`config.mk`:
```
export PLATFORM = sky130hd
export DESIGN_NAME = json_byte_tokenizer_unit
export DESIGN_NICKNAME = d
export VERILOG_FILES = /design/src/hw/rtl/jbt_pkg.sv /design/src/hw/rtl/json_byte_tokenizer_unit.sv /design/src/hw/rtl/jbt_front.sv /design/src/hw/rtl/jbt_back.sv /design/src/hw/rtl/jbt_outq.sv
export SDC_FILE = /design/constraint.sdc
export NUM_CORES = 1
export LEC_CHECK = 0
export ABC_AREA = 1
export BUFFER_PORTS_ARGS = -buffer_cell sky130_fd_sc_hd__buf_2
export CAP_MARGIN = 10
export CORE_MARGIN = 2
export CORE_UTILIZATION = 40
export DETAILED_ROUTE_END_ITERATION = 10
export GPL_ROUTABILITY_DRIVEN = 0
export PLACE_DENSITY = 0.66
export SYNTH_ARGS = -nofsm -noshare
export SYNTH_HDL_FRONTEND = slang
export SYNTH_SLANG_ARGS = --single-unit
```
`constraint.sdc`:
```
create_clock -name clock -period 7.8 [get_ports clock]
set_input_delay 0.39 -clock clock [delete_from_list [all_inputs] [get_ports clock]]
set_output_delay 0.39 -clock clock [all_outputs]
set_load 0.03 [all_outputs]
```
`src/hw/rtl/jbt_pkg.sv`:
```
// Shared types, constants and the literal-word table of the JSON byte tokenizer.
// Depends on nothing; every other file of the block imports it.
package jbt_pkg;

   // Longest token, in content bytes, before an error is flagged.
   localparam int MAX_TOKEN_LEN = 1023;
   localparam int CNT_W         = $clog2(MAX_TOKEN_LEN + 1);
   localparam int TLEN_W        = 10;

   // Queue depths; both must be powers of two so the pointers wrap naturally.
   localparam int INQ_DEPTH  = 2;
   localparam int INQ_AW     = $clog2(INQ_DEPTH);
   localparam int INQ_CW     = INQ_AW + 1;
   localparam int OUTQ_DEPTH = 4;
   localparam int OUTQ_AW    = $clog2(OUTQ_DEPTH);
   localparam int OUTQ_CW    = OUTQ_AW + 1;

   // Characters with a special meaning.
   localparam logic [7:0] CH_QUOTE  = 8'h22;
   localparam logic [7:0] CH_PLUS   = 8'h2B;
   localparam logic [7:0] CH_COMMA  = 8'h2C;
   localparam logic [7:0] CH_MINUS  = 8'h2D;
   localparam logic [7:0] CH_DOT    = 8'h2E;
   localparam logic [7:0] CH_ZERO   = 8'h30;
   localparam logic [7:0] CH_NINE   = 8'h39;
   localparam logic [7:0] CH_COLON  = 8'h3A;
   localparam logic [7:0] CH_LBRACK = 8'h5B;
   localparam logic [7:0] CH_RBRACK = 8'h5D;
   localparam logic [7:0] CH_LOW_E  = 8'h65;
   localparam logic [7:0] CH_LOW_F  = 8'h66;
   localparam logic [7:0] CH_LOW_N  = 8'h6E;
   localparam logic [7:0] CH_LOW_T  = 8'h74;
   localparam logic [7:0] CH_LBRACE = 8'h7B;
   localparam logic [7:0] CH_RBRACE = 8'h7D;
   localparam logic [7:0] CH_SPACE  = 8'h20;
   localparam logic [7:0] CH_TAB    = 8'h09;
   localparam logic [7:0] CH_CR     = 8'h0D;
   localparam logic [7:0] CH_NUL    = 8'h00;

   // Token type codes.
   localparam logic [3:0] TT_BOOL   = 4'd0;
   localparam logic [3:0] TT_RBRACK = 4'd1;
   localparam logic [3:0] TT_RBRACE = 4'd2;
   localparam logic [3:0] TT_COLON  = 4'd3;
   localparam logic [3:0] TT_COMMA  = 4'd4;
   localparam logic [3:0] TT_NULL   = 4'd5;
   localparam logic [3:0] TT_NUMBER = 4'd6;
   localparam logic [3:0] TT_LBRACK = 4'd7;
   localparam logic [3:0] TT_LBRACE = 4'd8;
   localparam logic [3:0] TT_STRING = 4'd9;
   localparam logic [3:0] TT_NONE   = 4'd0;

   // Error codes.
   localparam logic [1:0] ERR_NONE     = 2'd0;
   localparam logic [1:0] ERR_UNCLOSED = 2'd1;
   localparam logic [1:0] ERR_UNEXP    = 2'd2;
   localparam logic [1:0] ERR_TOO_LONG = 2'd3;

   // Literal words.
   localparam logic [1:0] LIT_FALSE = 2'd0;
   localparam logic [1:0] LIT_TRUE  = 2'd1;
   localparam logic [1:0] LIT_NULL  = 2'd2;

   typedef enum logic [1:0] {
      KIND_CONTENT = 2'd0,
      KIND_TOKEN   = 2'd1,
      KIND_ERROR   = 2'd2,
      KIND_END     = 2'd3
   } kind_type;

   typedef enum logic [2:0] {
      MODE_IDLE      = 3'd0,
      MODE_STRING    = 3'd1,
      MODE_NUM_INT   = 3'd2,
      MODE_NUM_FRAC  = 3'd3,
      MODE_EXP_START = 3'd4,
      MODE_EXP       = 3'd5,
      MODE_LITERAL   = 3'd6
   } mode_type;

   // A byte as the front end classifies it.
   typedef struct packed {
      logic [7:0] c;
      logic       is_end;
      logic       is_digit;
      logic       is_space;
      logic       is_sign;
      logic       is_quote;
      logic       is_dot;
      logic       is_exp;
      logic       is_lit;
      logic [1:0] lit_kind;
      logic       is_punct;
      logic [3:0] punct_tt;
   } byte_class_type;

   // One result item.
   typedef struct packed {
      kind_type          kind;
      logic [3:0]        ttype;
      logic [7:0]        cbyte;
      logic [TLEN_W-1:0] tlen;
      logic              bval;
      logic [1:0]        ecode;
      logic              last;
   } result_type;

   // Results that the lexer hands to the result queue in one cycle.
   typedef struct packed {
      logic [1:0] n;
      result_type r0;
      result_type r1;
   } rsp_push_type;

   // Expected letter at a position of a literal word.
   function automatic logic [7:0] lit_char(input logic [1:0] kind, input logic [2:0] pos);
      logic [2:0] p;
      logic [7:0] ch;
      p = (pos > 3'd4) ? 3'd4 : pos;
      ch = CH_NUL;
      unique case (kind)
         LIT_FALSE: begin
            unique case (p)
               3'd0:    ch = "f";
               3'd1:    ch = "a";
               3'd2:    ch = "l";
               3'd3:    ch = "s";
               default: ch = "e";
            endcase
         end
         LIT_TRUE: begin
            unique case (p)
               3'd0:    ch = "t";
               3'd1:    ch = "r";
               3'd2:    ch = "u";
               3'd3:    ch = "e";
               default: ch = CH_NUL;
            endcase
         end
         default: begin
            unique case (p)
               3'd0:    ch = "n";
               3'd1:    ch = "u";
               3'd2:    ch = "l";
               3'd3:    ch = "l";
               default: ch = CH_NUL;
            endcase
         end
      endcase
      return ch;
   endfunction

   // Number of letters in a literal word.
   function automatic logic [2:0] lit_len(input logic [1:0] kind);
      return (kind == LIT_FALSE) ? 3'd5 : 3'd4;
   endfunction

endpackage

```
`src/hw/rtl/json_byte_tokenizer_unit.sv`:
```
// Top level of the JSON byte tokenizer: input classifier, lexer and result queue.
// Depends on jbt_pkg, jbt_front, jbt_back and jbt_outq.
//
// The tokenizer takes one byte of JSON text per transfer on the request side
// (push/full) and returns content-byte, token, error and end-of-document
// results on the response side (empty/pop), oldest first. It accepts one byte
// every clock cycle as long as results are taken at the same pace; the lexer
// state machine in the back end handles one byte per cycle, and the result
// queue drains one result per cycle. A byte is written into a two-entry queue
// at its transfer edge; the lexer takes it from the head of that queue as
// soon as the result queue has room, and the results the lexer makes of it
// are registered in the result queue, whose oldest entry drives the response
// ports. A byte that ends a number and also starts another
// token gives two results; the four-entry result queue absorbs them, so only
// a long run of such bytes with no idle cycles slows the request side down.
// The lexer stalls whenever the result queue has fewer than two free entries,
// and full rises once the input queue holds two bytes. A zero byte or a byte
// with req_end_of_input set closes the document: any number in progress is
// finished, an open string or literal is flagged, an end-of-document result
// follows, and the lexer returns to its reset state. After an error, bytes are
// dropped silently until the end of the document. The last result caused by
// one input byte carries rsp_last_result.
module json_byte_tokenizer_unit
   import jbt_pkg::*;
(
   input  logic        clock,
   input  logic        reset,
   input  logic        push,
   output logic        full,
   input  logic [7:0]  req_data_byte,
   input  logic        req_end_of_input,
   output logic        empty,
   input  logic        pop,
   output logic [1:0]  rsp_result_kind,
   output logic [3:0]  rsp_token_code,
   output logic [7:0]  rsp_content_byte,
   output logic [9:0]  rsp_token_length,
   output logic        rsp_bool_value,
   output logic [1:0]  rsp_error_code,
   output logic        rsp_last_result
);

   logic           q_valid;
   byte_class_type q_head;
   logic           q_pop;
   logic           out_room;
   rsp_push_type   rsp_push;
   result_type     head;

   jbt_front u_front (
      .clock            (clock),
      .reset            (reset),
      .push             (push),
      .req_data_byte    (req_data_byte),
      .req_end_of_input (req_end_of_input),
      .full             (full),
      .q_valid          (q_valid),
      .q_head           (q_head),
      .q_pop            (q_pop)
   );

   jbt_back u_back (
      .clock    (clock),
      .reset    (reset),
      .q_valid  (q_valid),
      .q_head   (q_head),
      .q_pop    (q_pop),
      .out_room (out_room),
      .rsp_push (rsp_push)
   );

   jbt_outq u_outq (
      .clock    (clock),
      .reset    (reset),
      .rsp_push (rsp_push),
      .out_room (out_room),
      .pop      (pop),
      .empty    (empty),
      .head     (head)
   );

   // The oldest waiting result drives the response fields.
   assign rsp_result_kind  = head.kind;
   assign rsp_token_code   = head.ttype;
   assign rsp_content_byte = head.cbyte;
   assign rsp_token_length = head.tlen;
   assign rsp_bool_value   = head.bval;
   assign rsp_error_code   = head.ecode;
   assign rsp_last_result  = head.last;

endmodule

```
`src/hw/rtl/jbt_front.sv`:
```
// Front end of the JSON byte tokenizer: classifies each byte and holds it in a
// two-entry queue until the lexer takes it. Depends on jbt_pkg.
module jbt_front
   import jbt_pkg::*;
(
   input  logic           clock,
   input  logic           reset,
   input  logic           push,
   input  logic [7:0]     req_data_byte,
   input  logic           req_end_of_input,
   output logic           full,
   output logic           q_valid,
   output byte_class_type q_head,
   input  logic           q_pop
);

   byte_class_type            cls;
   byte_class_type            mem [INQ_DEPTH];
   logic [INQ_AW-1:0]         wr_ptr_ff, wr_ptr_in;
   logic [INQ_AW-1:0]         rd_ptr_ff, rd_ptr_in;
   logic [INQ_CW-1:0]         count_ff, count_in;
   logic                      do_push;
   logic                      do_pop;

   always_comb begin
      cls          = '0;
      cls.c        = req_data_byte;
      cls.is_end   = req_end_of_input || (req_data_byte == CH_NUL);
      cls.is_digit = (req_data_byte >= CH_ZERO) && (req_data_byte <= CH_NINE);
      cls.is_space = (req_data_byte == CH_SPACE) ||
                     ((req_data_byte >= CH_TAB) && (req_data_byte <= CH_CR));
      cls.is_sign  = (req_data_byte == CH_PLUS) || (req_data_byte == CH_MINUS);
      cls.is_quote = (req_data_byte == CH_QUOTE);
      cls.is_dot   = (req_data_byte == CH_DOT);
      cls.is_exp   = (req_data_byte == CH_LOW_E);
      cls.is_lit   = (req_data_byte == CH_LOW_F) || (req_data_byte == CH_LOW_T) ||
                     (req_data_byte == CH_LOW_N);
      cls.lit_kind = (req_data_byte == CH_LOW_F) ? LIT_FALSE :
                     ((req_data_byte == CH_LOW_T) ? LIT_TRUE : LIT_NULL);
      cls.is_punct = 1'b1;
      priority case (req_data_byte)
         CH_RBRACK: cls.punct_tt = TT_RBRACK;
         CH_RBRACE: cls.punct_tt = TT_RBRACE;
         CH_COLON:  cls.punct_tt = TT_COLON;
         CH_COMMA:  cls.punct_tt = TT_COMMA;
         CH_LBRACK: cls.punct_tt = TT_LBRACK;
         CH_LBRACE: cls.punct_tt = TT_LBRACE;
         default: begin
            cls.is_punct = 1'b0;
            cls.punct_tt = TT_NONE;
         end
      endcase
   end

   assign full    = (count_ff == INQ_CW'(INQ_DEPTH));
   assign q_valid = (count_ff != '0);
   assign q_head  = mem[rd_ptr_ff];
   assign do_push = push && !full;
   assign do_pop  = q_pop && q_valid;

   always_comb begin
      wr_ptr_in = do_push ? wr_ptr_ff + INQ_AW'(1) : wr_ptr_ff;
      rd_ptr_in = do_pop ? rd_ptr_ff + INQ_AW'(1) : rd_ptr_ff;
      count_in  = count_ff + INQ_CW'(do_push) - INQ_CW'(do_pop);
   end

   always_ff @(posedge clock) begin
      if (reset) begin
         wr_ptr_ff <= '0;
         rd_ptr_ff <= '0;
         count_ff  <= '0;
      end else begin
         wr_ptr_ff <= wr_ptr_in;
         rd_ptr_ff <= rd_ptr_in;
         count_ff  <= count_in;
      end
   end

   always_ff @(posedge clock) begin
      if (do_push) begin
         mem[wr_ptr_ff] <= cls;
      end
   end

endmodule

```
`src/hw/rtl/jbt_back.sv`:
```
// Back end of the JSON byte tokenizer: while the result queue has room, the lexer state
// machine turns one classified byte a cycle into zero, one or two results. Depends on jbt_pkg.
module jbt_back
   import jbt_pkg::*;
(
   input  logic           clock,
   input  logic           reset,
   input  logic           q_valid,
   input  byte_class_type q_head,
   output logic           q_pop,
   input  logic           out_room,
   output rsp_push_type   rsp_push
);

   mode_type         mode_ff, mode_in;
   logic [1:0]       lkind_ff, lkind_in;
   logic [2:0]       lpos_ff, lpos_in;
   logic [CNT_W-1:0] count_ff, count_in;
   logic             err_ff, err_in;
   logic             fire;

   // Outcome of taking the current byte as the start of a new token.
   logic             st_emit;
   result_type       st_res;
   mode_type         st_mode;
   logic [CNT_W-1:0] st_count;
   logic [1:0]       st_lkind;
   logic [2:0]       st_lpos;
   logic             st_err;

   logic             do_app;
   logic [3:0]       app_tt;
   logic             do_finish;
   logic [2:0]       p_cl;
   logic [2:0]       p_next;
   result_type       r0, r1;
   logic [1:0]       n;

   function automatic result_type mk_res(input kind_type kind, input logic [3:0] tt,
                                         input logic [7:0] b, input logic [TLEN_W-1:0] len,
                                         input logic bv, input logic [1:0] ec);
      result_type r;
      r.kind  = kind;
      r.ttype = tt;
      r.cbyte = b;
      r.tlen  = len;
      r.bval  = bv;
      r.ecode = ec;
      r.last  = 1'b0;
      return r;
   endfunction

   assign fire  = q_valid && out_room;
   assign q_pop = fire;

   always_comb begin
      st_emit  = 1'b0;
      st_res   = '0;
      st_mode  = MODE_IDLE;
      st_count = '0;
      st_lkind = lkind_ff;
      st_lpos  = lpos_ff;
      st_err   = 1'b0;
      priority if (q_head.is_space) begin
         st_emit = 1'b0;
      end else if (q_head.is_quote) begin
         st_mode = MODE_STRING;
      end else if (q_head.is_digit || q_head.is_sign) begin
         st_mode  = MODE_NUM_INT;
         st_count = CNT_W'(1);
         st_emit  = 1'b1;
         st_res   = mk_res(KIND_CONTENT, TT_NUMBER, q_head.c, '0, 1'b0, ERR_NONE);
      end else if (q_head.is_lit) begin
         st_mode  = MODE_LITERAL;
         st_lkind = q_head.lit_kind;
         st_lpos  = 3'd1;
      end else if (q_head.is_punct) begin
         st_emit = 1'b1;
         st_res  = mk_res(KIND_TOKEN, q_head.punct_tt, 8'd0, '0, 1'b0, ERR_NONE);
      end else begin
         st_emit = 1'b1;
         st_err  = 1'b1;
         st_res  = mk_res(KIND_ERROR, TT_NONE, 8'd0, '0, 1'b0, ERR_UNEXP);
      end
   end

   always_comb begin
      mode_in   = mode_ff;
      lkind_in  = lkind_ff;
      lpos_in   = lpos_ff;
      count_in  = count_ff;
      err_in    = err_ff;
      r0        = '0;
      r1        = '0;
      n         = 2'd0;
      do_app    = 1'b0;
      app_tt    = TT_NUMBER;
      do_finish = 1'b0;
      p_cl      = (lpos_ff > 3'd4) ? 3'd4 : lpos_ff;
      p_next    = p_cl + 3'd1;

      if (q_head.is_end) begin
         if (!err_ff) begin
            unique case (mode_ff)
               MODE_STRING: begin
                  r0 = mk_res(KIND_ERROR, TT_NONE, 8'd0, '0, 1'b0, ERR_UNCLOSED);
                  n  = 2'd1;
               end
               MODE_NUM_INT, MODE_NUM_FRAC, MODE_EXP_START, MODE_EXP: begin
                  r0 = mk_res(KIND_TOKEN, TT_NUMBER, 8'd0, TLEN_W'(count_ff), 1'b0,
                              ERR_NONE);
                  n  = 2'd1;
               end
               MODE_LITERAL: begin
                  r0 = mk_res(KIND_ERROR, TT_NONE, 8'd0, '0, 1'b0, ERR_UNEXP);
                  n  = 2'd1;
               end
               default: begin
                  n = 2'd0;
               end
            endcase
         end
         if (n == 2'd0) begin
            r0 = mk_res(KIND_END, TT_NONE, 8'd0, '0, 1'b0, ERR_NONE);
         end else begin
            r1 = mk_res(KIND_END, TT_NONE, 8'd0, '0, 1'b0, ERR_NONE);
         end
         n        = n + 2'd1;
         mode_in  = MODE_IDLE;
         lkind_in = '0;
         lpos_in  = '0;
         count_in = '0;
         err_in   = 1'b0;
      end else if (!err_ff) begin
         unique case (mode_ff)
            MODE_STRING: begin
               if (q_head.is_quote) begin
                  r0       = mk_res(KIND_TOKEN, TT_STRING, 8'd0, TLEN_W'(count_ff), 1'b0,
                                    ERR_NONE);
                  n        = 2'd1;
                  mode_in  = MODE_IDLE;
                  count_in = '0;
               end else begin
                  do_app = 1'b1;
                  app_tt = TT_STRING;
               end
            end
            MODE_NUM_INT: begin
               priority if (q_head.is_digit) begin
                  do_app = 1'b1;
               end else if (q_head.is_dot) begin
                  mode_in = MODE_NUM_FRAC;
                  do_app  = 1'b1;
               end else if (q_head.is_exp) begin
                  mode_in = MODE_EXP_START;
                  do_app  = 1'b1;
               end else begin
                  do_finish = 1'b1;
               end
            end
            MODE_NUM_FRAC: begin
               priority if (q_head.is_digit) begin
                  do_app = 1'b1;
               end else if (q_head.is_exp) begin
                  mode_in = MODE_EXP_START;
                  do_app  = 1'b1;
               end else begin
                  do_finish = 1'b1;
               end
            end
            MODE_EXP_START: begin
               if (q_head.is_digit || q_head.is_sign) begin
                  mode_in = MODE_EXP;
                  do_app  = 1'b1;
               end else begin
                  do_finish = 1'b1;
               end
            end
            MODE_EXP: begin
               if (q_head.is_digit) begin
                  do_app = 1'b1;
               end else begin
                  do_finish = 1'b1;
               end
            end
            MODE_LITERAL: begin
               if (q_head.c != lit_char(lkind_ff, lpos_ff)) begin
                  r0      = mk_res(KIND_ERROR, TT_NONE, 8'd0, '0, 1'b0, ERR_UNEXP);
                  n       = 2'd1;
                  err_in  = 1'b1;
                  mode_in = MODE_IDLE;
               end else if (p_next >= lit_len(lkind_ff)) begin
                  if (lkind_ff >= LIT_NULL) begin
                     r0 = mk_res(KIND_TOKEN, TT_NULL, 8'd0, '0, 1'b0, ERR_NONE);
                  end else begin
                     r0 = mk_res(KIND_TOKEN, TT_BOOL, 8'd0, '0, (lkind_ff == LIT_TRUE),
                                 ERR_NONE);
                  end
                  n        = 2'd1;
                  mode_in  = MODE_IDLE;
                  lpos_in  = '0;
                  lkind_in = '0;
               end else begin
                  lpos_in = p_next;
               end
            end
            default: begin
               // Between tokens: the byte may open a new one.
               r0       = st_res;
               n        = {1'b0, st_emit};
               mode_in  = st_mode;
               count_in = (st_mode == MODE_IDLE) ? count_ff : st_count;
               lkind_in = st_lkind;
               lpos_in  = st_lpos;
               err_in   = st_err;
            end
         endcase

         if (do_app) begin
            if (count_ff >= CNT_W'(MAX_TOKEN_LEN)) begin
               r0      = mk_res(KIND_ERROR, TT_NONE, 8'd0, '0, 1'b0, ERR_TOO_LONG);
               err_in  = 1'b1;
               mode_in = MODE_IDLE;
            end else begin
               r0       = mk_res(KIND_CONTENT, app_tt, q_head.c, '0, 1'b0, ERR_NONE);
               count_in = count_ff + CNT_W'(1);
            end
            n = 2'd1;
         end

         if (do_finish) begin
            // The byte that ends a number is the start of the next token.
            r0       = mk_res(KIND_TOKEN, TT_NUMBER, 8'd0, TLEN_W'(count_ff), 1'b0,
                              ERR_NONE);
            r1       = st_res;
            n        = st_emit ? 2'd2 : 2'd1;
            mode_in  = st_mode;
            count_in = st_count;
            lkind_in = st_lkind;
            lpos_in  = st_lpos;
            err_in   = st_err;
         end
      end

      if (n == 2'd1) begin
         r0.last = 1'b1;
      end
      if (n == 2'd2) begin
         r1.last = 1'b1;
      end

      rsp_push.n  = fire ? n : 2'd0;
      rsp_push.r0 = r0;
      rsp_push.r1 = r1;
   end

   always_ff @(posedge clock) begin
      if (reset) begin
         mode_ff  <= MODE_IDLE;
         lkind_ff <= '0;
         lpos_ff  <= '0;
         count_ff <= '0;
         err_ff   <= 1'b0;
      end else if (fire) begin
         mode_ff  <= mode_in;
         lkind_ff <= lkind_in;
         lpos_ff  <= lpos_in;
         count_ff <= count_in;
         err_ff   <= err_in;
      end
   end

`ifndef SYNTHESIS
   a_end_clears: assert property (@(posedge clock) disable iff (reset)
      fire && q_head.is_end |=> mode_ff == MODE_IDLE && !err_ff && count_ff == '0)
      else $error("end of document did not return the lexer to its reset state");

   a_err_silent: assert property (@(posedge clock) disable iff (reset)
      fire && err_ff && !q_head.is_end |-> rsp_push.n == 2'd0)
      else $error("a byte after an error produced a result");

   a_count_bound: assert property (@(posedge clock) disable iff (reset)
      count_ff <= CNT_W'(MAX_TOKEN_LEN))
      else $error("token byte count passed the length limit");
`endif

endmodule

```
`src/hw/rtl/jbt_outq.sv`:
```
// Result queue of the JSON byte tokenizer: takes up to two results a cycle from
// the lexer and presents the oldest one on the result ports. Depends on jbt_pkg.
module jbt_outq
   import jbt_pkg::*;
(
   input  logic         clock,
   input  logic         reset,
   input  rsp_push_type rsp_push,
   output logic         out_room,
   input  logic         pop,
   output logic         empty,
   output result_type   head
);

   result_type         mem [OUTQ_DEPTH];
   logic [OUTQ_AW-1:0] wr_ptr_ff, wr_ptr_in;
   logic [OUTQ_AW-1:0] rd_ptr_ff, rd_ptr_in;
   logic [OUTQ_CW-1:0] count_ff, count_in;
   logic               do_pop;
   logic [OUTQ_AW-1:0] wr_ptr_next;

   assign empty       = (count_ff == '0);
   assign head        = mem[rd_ptr_ff];
   assign do_pop      = pop && !empty;
   assign out_room    = (count_ff <= OUTQ_CW'(OUTQ_DEPTH - 2));
   assign wr_ptr_next = wr_ptr_ff + OUTQ_AW'(1);

   always_comb begin
      wr_ptr_in = wr_ptr_ff + OUTQ_AW'(rsp_push.n);
      rd_ptr_in = do_pop ? rd_ptr_ff + OUTQ_AW'(1) : rd_ptr_ff;
      count_in  = count_ff + OUTQ_CW'(rsp_push.n) - OUTQ_CW'(do_pop);
   end

   always_ff @(posedge clock) begin
      if (reset) begin
         wr_ptr_ff <= '0;
         rd_ptr_ff <= '0;
         count_ff  <= '0;
      end else begin
         wr_ptr_ff <= wr_ptr_in;
         rd_ptr_ff <= rd_ptr_in;
         count_ff  <= count_in;
      end
   end

   always_ff @(posedge clock) begin
      if (rsp_push.n != 2'd0) begin
         mem[wr_ptr_ff] <= rsp_push.r0;
      end
      if (rsp_push.n == 2'd2) begin
         mem[wr_ptr_next] <= rsp_push.r1;
      end
   end

`ifndef SYNTHESIS
   a_no_overflow: assert property (@(posedge clock) disable iff (reset)
      rsp_push.n != 2'd0 |-> count_ff <= OUTQ_CW'(OUTQ_DEPTH - 2))
      else $error("results written into a result queue without room");

   a_count_range: assert property (@(posedge clock) disable iff (reset)
      count_ff <= OUTQ_CW'(OUTQ_DEPTH))
      else $error("result queue count out of range");
`endif

endmodule
```
# After elaboration in Yosys (flattened, before gate mapping)

Memories as Yosys holds them, arrays and structs flattened. A register that Yosys moved wholly into a read port is not among the register bits.
Index checks and enable logic that the tools add are counted.

$add $sub $neg: 12
Order comparisons: 9
Eq/ne operators: 34
Muxes and demuxes: 146
Reduce and logical (&&, ||, !) cells: 31

Operator list:

| cell                                                      | count |
|---|---|
| 2-to-1 mux 28 bit                                         | 18 |
| case mux 28 bit (3 select lines)                          | 2 |
| 2-to-1 mux 10 bit                                         | 9 |
| 2-to-1 mux 3 bit                                          | 27 |
| == test 8 x 7 -> 1 bit, second input constant             | 8 |
| == test 8 x 6 -> 1 bit, second input constant             | 7 |
| 2-to-1 mux 1 bit                                          | 48 |
| 2-to-1 mux 2 bit                                          | 22 |
| case mux 7 bit (4 select lines)                           | 1 |
| 2-to-1 mux 27 bit                                         | 1 |
| 2-to-1 mux 25 bit                                         | 1 |
| 2-to-1 mux 8 bit                                          | 3 |
| case mux 4 bit (6 select lines)                           | 1 |
| case mux 7 bit (3 select lines)                           | 1 |
| case mux 10 bit (2 select lines)                          | 1 |
| case mux 5 bit (4 select lines)                           | 1 |
| case mux 3 bit (6 select lines)                           | 1 |
| case mux 8 bit (2 select lines)                           | 1 |
| == test 3 x 2 -> 1 bit, second input constant             | 4 |
| OR reduction 6 bit                                        | 2 |
| adder 10 x 1 -> 10 bit, second input constant             | 1 |
| greater-or-equal comparator 10 bit, second input constant | 1 |
| OR reduction 5 bit                                        | 2 |
| == test 3 bit, second input constant                      | 3 |
| 43 further kinds                                          | 66 |

Flip-flop bits (word level): 30
Bits in writable memories: 158
Output and inout port bits: 30
Memories: 2

Memories:

| name        | words | bits a word | rd ports | clocked after memory_dff | wr ports | RTL line        | RTL |
|---|---|---|---|---|---|---|---|
| u_outq.mem  | 4     | 28          | 1        | 1                        | 2        | jbt_outq.sv:15  | `result_type mem [OUTQ_DEPTH];` |
| u_front.mem | 2     | 23          | 1        | 1                        | 1        | jbt_front.sv:18 | `byte_class_type mem [INQ_DEPTH];` |

# Logic depth before layout (Yosys ltp)

Gate-level depths: netlist of the first run.

Depth after elaboration: 20
Gate-level depth with buffers: 24

# Cells and area by module

A second synthesis of the first run with hierarchy kept.

Cell total of the unflattened synthesis: 1289
Area total of the unflattened synthesis: 11064.4 sq um

Modules (own cells, without submodules):

| module    | times used | cells each | area each (sq um) |
|---|---|---|---|
| jbt_outq  | 1          | 615        | 6104.6 |
| jbt_back  | 1          | 498        | 2745.1 |
| jbt_front | 1          | 176        | 2214.6 |

# Worst setup path before layout of the first run

No wires, ideal clock.

Path type: reg2reg
Start: register u_back.lpos_ff[2]
End: memory u_outq.mem[2][0] (netlist bit) (enable)
Arrival time: 2.841 ns
Data required time: 7.435 ns
Setup slack: 4.594 ns
Cell stages (with the launch flop): 20
Path buffers: 2
Path through: dfxtp_1 clkbuf_2 inv_2 nand2_1 inv_1 ha_1 ha_1 o21ai_0 nand2_1 nand3_1 nand3_1 nor2_1 nand3_1 nand2_1 nand4_1 nand2_1 a31oi_4 nand2_1 clkbuf_1 nand2_1

RTL lines:

| element                | RTL line        | RTL |
|---|---|---|
| from (decl)            | jbt_back.sv:17  | `logic [2:0] lpos_ff, lpos_in;` |
| from (signal assigned) | jbt_back.sv:267 | `lpos_ff <= lpos_in;` |
| to (decl)              | jbt_outq.sv:15  |  |

==> summary.md, run 1 <==
| Metric | Value |
|---|---|
| Vias in the first global route | 8,274 |
| PD cells | 360 nW/um^2 |
| Die area | 26,800 sq um |
| Layout cell share with drive strength beyond 1 | 9.61% |
| Tot GR Track Use | 20.6% |
| Critical Path Start Type | register |
| Period utilization | 60.4% |
| Status | finished, final reports clean |
| Clock Latency Late Sink | 0.44 ns |
| Cells taking the most area after synthesis | edfxtp_1 32%, dfxtp_1 16%, nand2_1 9.7% |
| Yosys warnings | 0 |
| DRC Markers | 0 |
| Crit-path max FO | 43 |
| H-tree levels | 4 |
| CTS clk-pin slew, worst paths | 0.08 ns |
| Critical path data required time | 7.87 ns |
| Critical path arrival | 4.78 ns |
| Final Slew Violations | 0 |
| Internal reg-to-reg setup slack | 3.09 ns |
| Max-cap check violation count | 0 |
| Remaining antenna violation count after routing | 0 |
| # diodes | 0 |
| Clock Path Buffers | 2 |
| CORE AREA | 25,100 sq um |
| Final Setup Violations | 0 |
| Reg-to-reg endpoint | u_outq.mem[2][20] |
| Ys async rst share | 0% |
| PostCTS Resize Cnt | 0 |
| GR Overflow Total | 0 |
| Final setup TNS | 0 ns |
| Skew final | 0.0134 ns |
| Post-synth top area share | 32.3% |
| CP startpoint | u_back.lpos_ff[2] |
| Post-synthesis average cell area | 7.75 sq um |
| Via count | 8,924 |
| Num ports | 43 |
| First DRT Iteration DRCs | 731 |
| Cell variety after synth | 52 |
| Worst hold path type | input port to register |
| Initial antenna violation count | 0 |
| Cells after Synth | 1,318 |
| Worst setup path end | u_outq.mem[2][20] |
| Synth cell count leaders | 265 x nand2_1, 241 x nor2_1, 122 x inv_1, 110 x edfxtp_1, 109 x o21ai_0 |
| Post-route insts no fill | 1,673 |
| M3 GR Usage | 4.17% |
| FF+latch count, synth | 191 |
| Final WL | 26,900 um |
| Least-Margin Pin Slew | 1.12 ns |
| CTS tree | done |
| Root buf cell | clkbuf_16 |
| Initial Util | 40.7% |
| Port-buffer cells | 42 |
| Drt pass-1 iters | 5 |
| Maximum VDD drop | 176 uV |
| Worst-case reg-to-reg path depth | 18 |
| # hold bufs at CTS | 0 |
| Gr busiest metal | met2 |
| Count leader, synth | nand2_1 |
| DIE WIDTH | 164 um |
| Largest net degree at the start of global routing | 60 |
| Final worst slack | 3.09 ns |
| Post-synth EDFFs | 110 |
| First-pass GRT wire length | 43,300 um |
| Synth Cell Area | 10,200 sq um |
| Met1 usage | 28.4% |
| Final hold viol count | 0 |
| Critical R2R Launch | u_back.lpos_ff[2] |
| # clock sinks | 191 |
| Relative slew slack | 25.0% |
| Setup slack at placement | 3.17 ns |
| Area Growth Syn to Fin | 10.1% |
| Postcts setup bufs | 0 |
| Achievable frequency | 0.212 GHz |
| RSZ-0062 raised after global routing | false |
| # rows | 58 |
| Syn nets | 1,345 |
| Min Tclk post-route | 4.71 ns |
| Nets@finish | 1,357 |
| Seq/Total Area, Yosys | 48.2% |
| Post-synth top flop | edfxtp_1 |
| HPWL after detailed placement | 18,700 um |
| Worst setup EP type | register |
| Biggest area consumer among synthesized cells | edfxtp_1 |
| Core Util, Final | 44.8% |
| P_leak | 4.55 nW |
| Cell count after placement | 1,640 |
| Die Height | 164 um |
| Cts bufs inserted | 17 |
| DR WL/cell | 16.1 um |
| CP Class | register to register |
| Via/cell ratio | 5.33 |
| Met2 Use GR | 32.5% |
| WHS Path Cells | 1 |
area by class of cell:
type,count,area (sq um)
inverters,138,518
fillers,2580,13900
well taps,330,413
clock inverters,13,141
flip-flops and latches,191,4920
clock buffers,19,464
multi-input cells,934,4520
repair buffers,48,263
power by group:
part           internal, mW  switching [mW]
Combinational         0.477            1.25
Sequential             1.33           0.104
Clock                 0.457           0.432
Total                  2.26            1.79
stage by stage:
step	hold slack, ns	cell area, sq um	power (mW)
final	0.165	11200	4.05
after CTS	0.150	11200	4.05
after floorplan	0.450	10200	2.73
after global placement	0.458	10600	3.13
after detailed placement	0.465	10600	3.16
after global routing	0.154	11200	4.32
placed cells by master, fill, tap and decap left out, types with 11 or more instances in the layout:
cell type	netlist	routed
nand2_1	265	265
nand3_1	77	77
clkbuf_16	0	18
inv_1	122	122
o21ai_0	109	109
edfxtp_1	110	110
nor2_1	241	239
dfxtp_1	81	81
o21ai_1	23	23
nor3_1	11	11
nor2_2	10	12
ha_1	13	13
inv_2	15	15
buf_2	17	42
o22ai_1	58	58
a21oi_1	47	47
flip-flops by register name, indices dropped and copies added (netlist names), 2 cells and up, named ones only:
| name | count |
|---|---|
| u_outq.wr_ptr_ff | 2 |
| u_outq.mem | 112 |
| u_back.lkind_ff | 2 |
| u_outq.rd_ptr_ff | 2 |
| u_back.count_ff | 10 |
| u_outq.count_ff | 3 |
| u_back.mode_ff | 3 |
| u_back.lpos_ff | 3 |
| u_front.mem | 46 |
| u_front.count_ff | 2 |
critical path: stages, from the launching register on:
cell and delay (ns):
dfxtp_1 0.48, inv_2 0.12, nand2_1 0.22, inv_1 0.10
ha_1 0.21, ha_1 0.18, o21ai_0 0.15, nand2_1 0.09
nand2_1 0.07, nand2_1 0.06, nand3_1 0.08, nor2_1 0.06
nand3_1 0.13, nand2_1 0.06, nand4_1 0.09, nand2_1 0.11
a31oi_4 0.82, nand2_1 0.55, nand2_1 0.74
layer usage:
layer / part of all wire, % / wire length (um)
met5: 0 / 0
met1: 46 / 12400
met3: 7.0 / 1900
met4: 2.0 / 527
met2: 45 / 12000
cell families after synthesis:
group,after synthesis,share of synthesized area (%)
buffers and inverters,193,7.57
XOR/XNOR,6,0.514
adder cells (fa/ha/maj),14,1.79
flip-flops,191,48.2
multiplexers,4,0.392
AO/OA/AOI/OAI,268,15.1
AND/OR/NAND/NOR,642,26.4
how the worst min path moves through the flow:
stage / start / end
finish: req_data_byte[6] / u_front.mem[1][21]
global route: req_data_byte[6] / u_front.mem[1][21]
CTS: req_data_byte[6] / u_front.mem[1][21]
detailed placement: u_outq.mem[2][8] / u_outq.mem[2][8]
global placement: u_outq.mem[2][12] / u_outq.mem[2][12]
floorplan: u_outq.mem[1][1] / u_outq.mem[1][1]
Note: power is estimated with default switching activity, not from simulation.
==> run 2: changes to the inputs <==
--- a/config.mk
+++ b/config.mk
@@ -12,7 +12,7 @@
 export CORE_UTILIZATION = 40
 export DETAILED_ROUTE_END_ITERATION = 10
 export GPL_ROUTABILITY_DRIVEN = 0
-export PLACE_DENSITY = 0.66
+export PLACE_DENSITY = 0.68
 export SYNTH_ARGS = -nofsm -noshare
 export SYNTH_HDL_FRONTEND = slang
 export SYNTH_SLANG_ARGS = --single-unit
==> constraint.sdc (replaced) <==
create_clock -name clock -period 4.1 [get_ports clock]
set_input_delay 0.205 -clock clock [delete_from_list [all_inputs] [get_ports clock]]
set_output_delay 0.205 -clock clock [all_outputs]
set_load 0.03 [all_outputs]
==> summary.md, run 2 (synthesis results as in run 1) <==
| Metric | Value |
|---|---|
| Status | finished, final reports clean (unchanged) |
| Relative slew slack | 28.1% (was 25.0%) |
| Largest register by flop count | u_outq.mem (unchanged) |
| Achievable frequency | 0.277 GHz (was 0.212 GHz) |
| CTS tree | done (unchanged) |
| Port-buffer cells | 42 (unchanged) |
| Nets@finish | 1,379 (was 1,357) |
| Largest net degree at the start of global routing | 54 (was 60) |
| Period utilization | 88.0% (was 60.4%) |
| Final hold viol count | 0 (unchanged) |
| Critical Path Start Type | register (unchanged) |
| Final Slew Violations | 0 (unchanged) |
| Critical path arrival | 3.97 ns (was 4.78 ns) |
| P_leak | 4.68 nW (was 4.55 nW) |
| Die area | 26,800 sq um (unchanged) |
| Worst hold path type | input port to register (unchanged) |
| Tot GR Track Use | 21.0% (was 20.6%) |
| First DRT Iteration DRCs | 828 (was 731) |
| Vias in the first global route | 8,377 (was 8,274) |
| Commonest non-fill, non-tap cell in the layout | nand2_1 (unchanged) |
| Min Tclk post-route | 3.61 ns (was 4.71 ns) |
| Initial antenna violation count | 0 (unchanged) |
| Postcts setup bufs | 0 (unchanged) |
| DRC Markers | 0 (unchanged) |
| Final Setup Violations | 0 (unchanged) |
| Die Height | 164 um (unchanged) |
| Via/cell ratio | 5.32 (was 5.33) |
| Final Cell Area | 11,500 sq um (was 11,200 sq um) |
| DR WL/cell | 16.2 um (was 16.1 um) |
| Most frequent cells in the layout | 265 x nand2_1, 239 x nor2_1, 122 x inv_1 (unchanged) |
| CORE AREA | 25,100 sq um (unchanged) |
| Area Growth Syn to Fin | 12.3% (was 10.1%) |
| Biggest regs | u_outq.mem x112, u_front.mem x46, u_back.count_ff x10 (unchanged) |
| Num ports | 43 (unchanged) |
| DIE WIDTH | 164 um (unchanged) |
| HPWL after detailed placement | 18,400 um (was 18,700 um) |
| # clock sinks | 191 (unchanged) |
| CTS clk-pin slew, worst paths | 0.08 ns (about the same) |
| Worst setup EP type | register (unchanged) |
| Via count | 9,023 (was 8,924) |
| Crit-path max FO | 8 (was 43) |
| CP Class | register to register (unchanged) |
| Max-cap check violation count | 0 (unchanged) |
| Remaining antenna violation count after routing | 0 (unchanged) |
| Least-Margin Pin Slew | 1.08 ns (was 1.12 ns) |
| Clock Latency Late Sink | 0.45 ns (was 0.44 ns) |
| Layout cell share with drive strength beyond 1 | 10.9% (was 9.61%) |
| Max FFs per register | 112 (unchanged) |
| Total power draw | 7.90 mW (was 4.05 mW) |
| Initial Util | 40.7% (unchanged) |
| PD cells | 688 nW/um^2 (was 360 nW/um^2) |
| Final setup TNS | 0 ns (unchanged) |
| GR Overflow Total | 0 (unchanged) |
| Cts bufs inserted | 17 (unchanged) |
| First-pass GRT wire length | 44,100 um (was 43,300 um) |
| Drt pass-1 iters | 5 (unchanged) |
| Critical path data required time | 4.46 ns (was 7.87 ns) |
| # diodes | 0 (unchanged) |
| # rows | 58 (unchanged) |
| Clock Path Buffers | 2 (unchanged) |
| Maximum VDD drop | 438 uV (was 176 uV) |
| Final WL | 27,400 um (was 26,900 um) |
| H-tree levels | 4 (unchanged) |
| # hold bufs at CTS | 2 (was 0) |
| Placed Area | 10,800 sq um (was 10,600 sq um) |
| RSZ-0062 raised after global routing | false (unchanged) |
| PostCTS Resize Cnt | 0 (unchanged) |
| Root buf cell | clkbuf_16 (unchanged) |
| Skew final | 0.0169 ns (was 0.0134 ns) |
[run 2: changes by cell type in the layout (fill, tap and decap cells not counted), sizes merged]
cell,change
buf,+20
clkinvlp,-1
clkbuf,+1
dlygate4sd3,+2
inv,-2
clkinv,+2
[run 2: cell type report]
type | instances | area, sq um
clock buffer | 20 | 500
clock inverter | 12 | 153
sequential | 191 | 4920
inverter | 138 | 518
multi-input combinational | 934 | 4520
tap | 330 | 413
fill | 2489 | 13600
timing repair buffer | 70 | 445
[run 2: report_power, final]
group          internal, mW  switching (mW)
registers              2.52           0.194
logic                 0.971            2.42
clock network         0.936           0.860
total                  4.43            3.47
[run 2: layer usage]
metal	GRT usage (%)	wire, um
met2	32.9	12200
met3	3.66	1900
met5	0	0
met1	29.6	12700
met4	6.58	595
[run 2: critical path: stages (launching register included)]
cell	delay [ns]
dfxtp_1	0.46
inv_2	0.12
nand2_1	0.21
inv_1	0.10
ha_1	0.21
ha_1	0.19
o21ai_0	0.14
nand2_1	0.09
nand3_1	0.09
nand3_1	0.07
nor2_1	0.19
nand3_1	0.13
nand2_1	0.08
nand4_1	0.07
nand2_1	0.15
nand2_1	0.13
nand2_1	0.16
nor2_1	0.10
ha_1	0.22
fa_1	0.38
nand2_1	0.07
nor3b_1	0.15
[run 2: per-stage QoR]
stage	util, %	hold slack [ns]	worst slack [ns]	instances
detailed placement	42.9	0.434	0.543	1660
floorplan	-	0.304	0.894	1318
global placement	42.9	0.425	0.668	1660
global route	45.7	0.00523	0.0885	1695
CTS	45.6	0.000669	0.519	1694
finish	45.7	0.0200	0.492	1695
[run 2: path summary, 6_finish.rpt]
path                     startpoint                  to  slack [ns]  cells past startpoint
setup / recovery  u_back.lpos_ff[2]  u_outq.count_ff[2]        0.49                     21
hold reg to reg    u_outq.mem[1][8]    u_outq.mem[1][8]        0.48                      2
setup reg to reg  u_back.lpos_ff[2]  u_outq.count_ff[2]        0.49                     21
hold / removal     req_data_byte[1]  u_front.mem[0][16]        0.02                      1
